## config.mk

```make
export PLATFORM = sky130hd
export DESIGN_NAME = arcpr_div
export DESIGN_NICKNAME = d
export VERILOG_FILES = /design/src/hw/rtl/arcpr_div.sv
export SDC_FILE = /design/constraint.sdc
export NUM_CORES = 1
export LEC_CHECK = 0
export BUFFER_PORTS_ARGS = -buffer_cell sky130_fd_sc_hd__buf_2
export CAP_MARGIN = 20
export CORE_UTILIZATION = 50
export CTS_CLUSTER_SIZE = 10
export DETAILED_ROUTE_END_ITERATION = 12
export GPL_TIMING_DRIVEN = 1
export PLACE_DENSITY_LB_ADDON = 0.2
export SYNTH_ARGS = -nofsm -noshare
export SYNTH_HDL_FRONTEND = slang
export SYNTH_SLANG_ARGS = --single-unit
```

## constraint.sdc

```tcl
create_clock -name clk -period 3.01 [get_ports clk]
set_input_delay 0.1505 -clock clk [delete_from_list [all_inputs] [get_ports clk]]
set_output_delay 0.1505 -clock clk [all_outputs]
set_load 0.005 [all_outputs]
```

## src/hw/rtl/arcpr_div.sv

```systemverilog
// ----------------------------------------------------------------------------
// arcpr_div
// restoring divider, one quotient bit per cycle
// ----------------------------------------------------------------------------
`default_nettype none

module arcpr_div #(
	parameter int NW = 21,
	parameter int DW = 13
) (
	input  wire logic          clk,
	input  wire logic          arst_n,
	input  wire logic          start,
	input  wire logic [NW-1:0] dividend,
	input  wire logic [DW-1:0] divisor,
	output logic               done,
	output logic      [NW-1:0] quotient
);

	localparam int CW = $clog2(NW + 1);

	logic [DW-1:0] rem_q;
	logic [DW-1:0] dvs_q;
	logic [NW-1:0] quo_q;
	logic [CW-1:0] cnt_q;
	logic          busy_q;
	logic          done_q;
	logic [DW:0]   sh;
	logic [DW:0]   diff;

	assign sh   = {rem_q, quo_q[NW-1]};
	assign diff = sh - {1'b0, dvs_q};

	always_ff @(posedge clk or negedge arst_n) begin
		if (!arst_n) begin
			busy_q <= 1'b0;
			done_q <= 1'b0;
			cnt_q  <= '0;
		end else begin
			done_q <= 1'b0;
			if (start) begin
				busy_q <= 1'b1;
				cnt_q  <= CW'(NW);
			end else if (busy_q) begin
				cnt_q <= cnt_q - 1'b1;
				if (cnt_q == CW'(1)) begin
					busy_q <= 1'b0;
					done_q <= 1'b1;
				end
			end
		end
	end

	always_ff @(posedge clk) begin
		if (start) begin
			quo_q <= dividend;
			rem_q <= '0;
			dvs_q <= divisor;
		end else if (busy_q) begin
			if (sh >= {1'b0, dvs_q}) begin
				rem_q <= diff[DW-1:0];
				quo_q <= {quo_q[NW-2:0], 1'b1};
			end else begin
				rem_q <= sh[DW-1:0];
				quo_q <= {quo_q[NW-2:0], 1'b0};
			end
		end
	end

	assign done     = done_q;
	assign quotient = quo_q;

endmodule

`default_nettype wire

```

==> out/results.ini <==
[final_layout]
drive_gt1_share_pct = 31.7
finalNonFillerCells = 397
insertedDiodeCount = 0
design_area_um2 = 3420
fin_nets = 377
fillers = 477
area_delta_synth_final_pct = 14.5

[placement]
dp_hpwl_um = 4020
dp_cells = 386
place_area_um2 = 3280
place_ws_ns = 0.409
place_congestion = 0.847
port_buffers = 58

[routing]
vias = 2184
viasPerCell = 5.50
routed_wirelength_um = 5650
ant_nets = 0
wire_per_inst_um = 14.2
dr.pass1.iters = 5
drt_iter0_markers = 167
drc_errors = 0

[cts]
cts_resized = 0
numCtsBuffers = 5
postCtsSetupRepairBufs = 0
clk_latency_ns = 0.31
ctsHoldBuffers = 1
cts.sinks = 54
htreeDepth = 2
cts_buffer_depth = 2
clk_pin_slew_ns = 0.10
cts_tree = yes
cts_root_buffer = clkbuf_8

[yosys]
synth_top_area_share_pct = 34.1
ys_top_cells_by_count = edfxtp_1 (34), mux2_2 (21), inv_1 (19), nor2_1 (18)
synth_most_common_cell = edfxtp_1
ys_warn_count = 0
ys_ff_latch = 54
async_reset_ff_share_pct = 13.0
synth_nets = 319
synth_area_leaders = edfxtp_1 (34%), dfxtp_1 (8.7%), mux2_2 (7.9%)
synth_cell_type_count = 53
ys.flop_type = edfxtp_1
netlist_instances = 266
yosysSeqAreaShare_pct = 48.7
syn_area_per_cell_um2 = 11.2
synth-edff-count = 34
synth.largest_area_cell = edfxtp_1
synth_area_um2 = 2990

[sta]
worstMarginPinSlew_ns = 0.886
max-slew-margin-rel_pct = 40.8
fin_ws_ns = 0.374
period_needed_ns = 2.64
whs_ns = 0.0139
hold_viol = 0
rsz0062_at_grt = no
clock_skew_ns = 0.0153
fin_crit_sh_pct = 87.6
fin_setup_tns_ns = 0
maxSlewViolCount = 0
setup_viol = 0
fmax_ghz = 0.379

[die]
fp.dieW_um = 79.3
start_util_pct = 53.0
die_height_um = 79.3
coreArea_um2 = 5640
fp-row-count = 27
io_pins = 59
die-area_um2 = 6290

[setup_path]
crit_arrival_ns = 2.86
crit_type = reg -> reg
crit_path_frequent_cell = inv_1
crit_required_ns = 3.24
crit_chain = inv_1, ha_1, inv_1, fa_1, a211oi_1, o21ai_0, a21oi_2, a21o_1, buf_4, nand3_1, a311oi_2
cp-start-kind = flop
cp_top_family = compound AO/OA/AOI/OAI gates
cp_slowest_stage_delay_ns = 0.42
cp_num_buf_inv = 3
critPathMaxFanout = 9
crit_path_end_kind = flop
cpMaxStageDelayCell = edfxtp_1

[flow_run]
maxCapViolCount = 0

[global_routing]
grt_overflow = 0
grt_pass1_vias = 1996
grt_usage_pct = 19.3
grt_pass1_wl_um = 9360
grt_max_degree = 48
antenna_found_initial = 0

[power_and_ir_drop]
vdd_ir_drop_max_uv = 452
power_leakage_nw = 1.50
power_density_nw_per_um2 = 783

[min_path]
min_path_type = in -> reg

[outcome]
status = finished, final reports clean

-- flip-flops by register name (all words and copies together) (netlist names) --
signal / flops
quotient: 21
dvs_q: 13
rem_q: 13
cnt_q: 5
busy_q: 1
done: 1
-- cell usage in the layout, fill, tap and decap left out, drive strengths merged, types with 2 or more instances in the layout --
cell type / n
a31o: 2
nand2: 13
o21ai: 14
or3: 3
dfrtp: 7
nor3: 4
nand3: 16
mux2: 21
a21o: 5
clkbuf: 6
nand4: 2
inv: 21
ha: 15
a311oi: 12
nor4: 3
nor2b: 2
a21oi: 11
dfxtp: 13
a211oi: 3
nor2: 18
dlygate4sd3: 3
edfxtp: 34
a221oi: 2
and3: 2
mux2i: 2
xor2: 3
buf: 62
xnor2: 9
-- report_power, final --
group | leakage, nW | total [mW] | internal, mW | switching, mW
Sequential | 0.536 | 1.05 | 0.937 | 0.114
Clock | 0.0588 | 0.474 | 0.221 | 0.253
Combinational | 0.901 | 1.15 | 0.534 | 0.620
Total | 1.50 | 2.68 | 1.69 | 0.987
-- cell type report --
class	count	area [um^2]	area share [%]
flip-flops and latches	54	1460	42.5
clock inverters	2	17.5	0.512
repair buffers	65	350	10.2
clock buffers	6	93.8	2.74
inverters	20	75.1	2.19
well taps	72	90.1	2.63
multi-input cells	178	1340	39.2
-- kinds of logic (layout without fill, tap and decap cells) --
family          after synthesis  in the layout  synth area share, %
simple gates                 69             69                 11.7
xor+xnor                     12             12                 3.51
fa+ha+maj                    16             16                 6.95
buf+inv                      34             93                 6.44
mux                          23             23                 8.58
compound gates               58             58                 14.1
flops                        54             54                 48.7
-- worst paths after layout --
path / cells after the start / slack, ns / endpoint / startpoint
worst max-delay path: 11 / 0.37 / rem_q[11] / quotient[20]
worst min-delay path: 1 / 0.01 / dvs_q[0] / divisor[0]
worst max register to register: 11 / 0.37 / rem_q[11] / quotient[20]
worst min register to register: 2 / 0.52 / rem_q[10] / rem_q[10]
max in group asynchronous: 2 / 2.69 / cnt_q[1] / arst_n
min in group asynchronous: 2 / 0.18 / cnt_q[2] / arst_n
-- routing by layer --
layer	global-route usage (%)	routed length, um	part of all wire [%]
met1	29.2	2760	49
met2	28.0	2510	44
met3	4.02	348	6.2
met4	4.91	42	0.74
met5	0	0	0
-- stage by stage --
step | total power, mW | util (%)
2_1_floorplan | 1.95 | -
3_3_place_gp | 2.18 | 58.2
3_5_place_dp | 2.19 | 58.2
4_1_cts | 2.67 | 60.3
5_1_grt | 2.85 | 60.7
6_report | 2.68 | 60.7
Note: power is estimated with default switching activity, not from simulation.
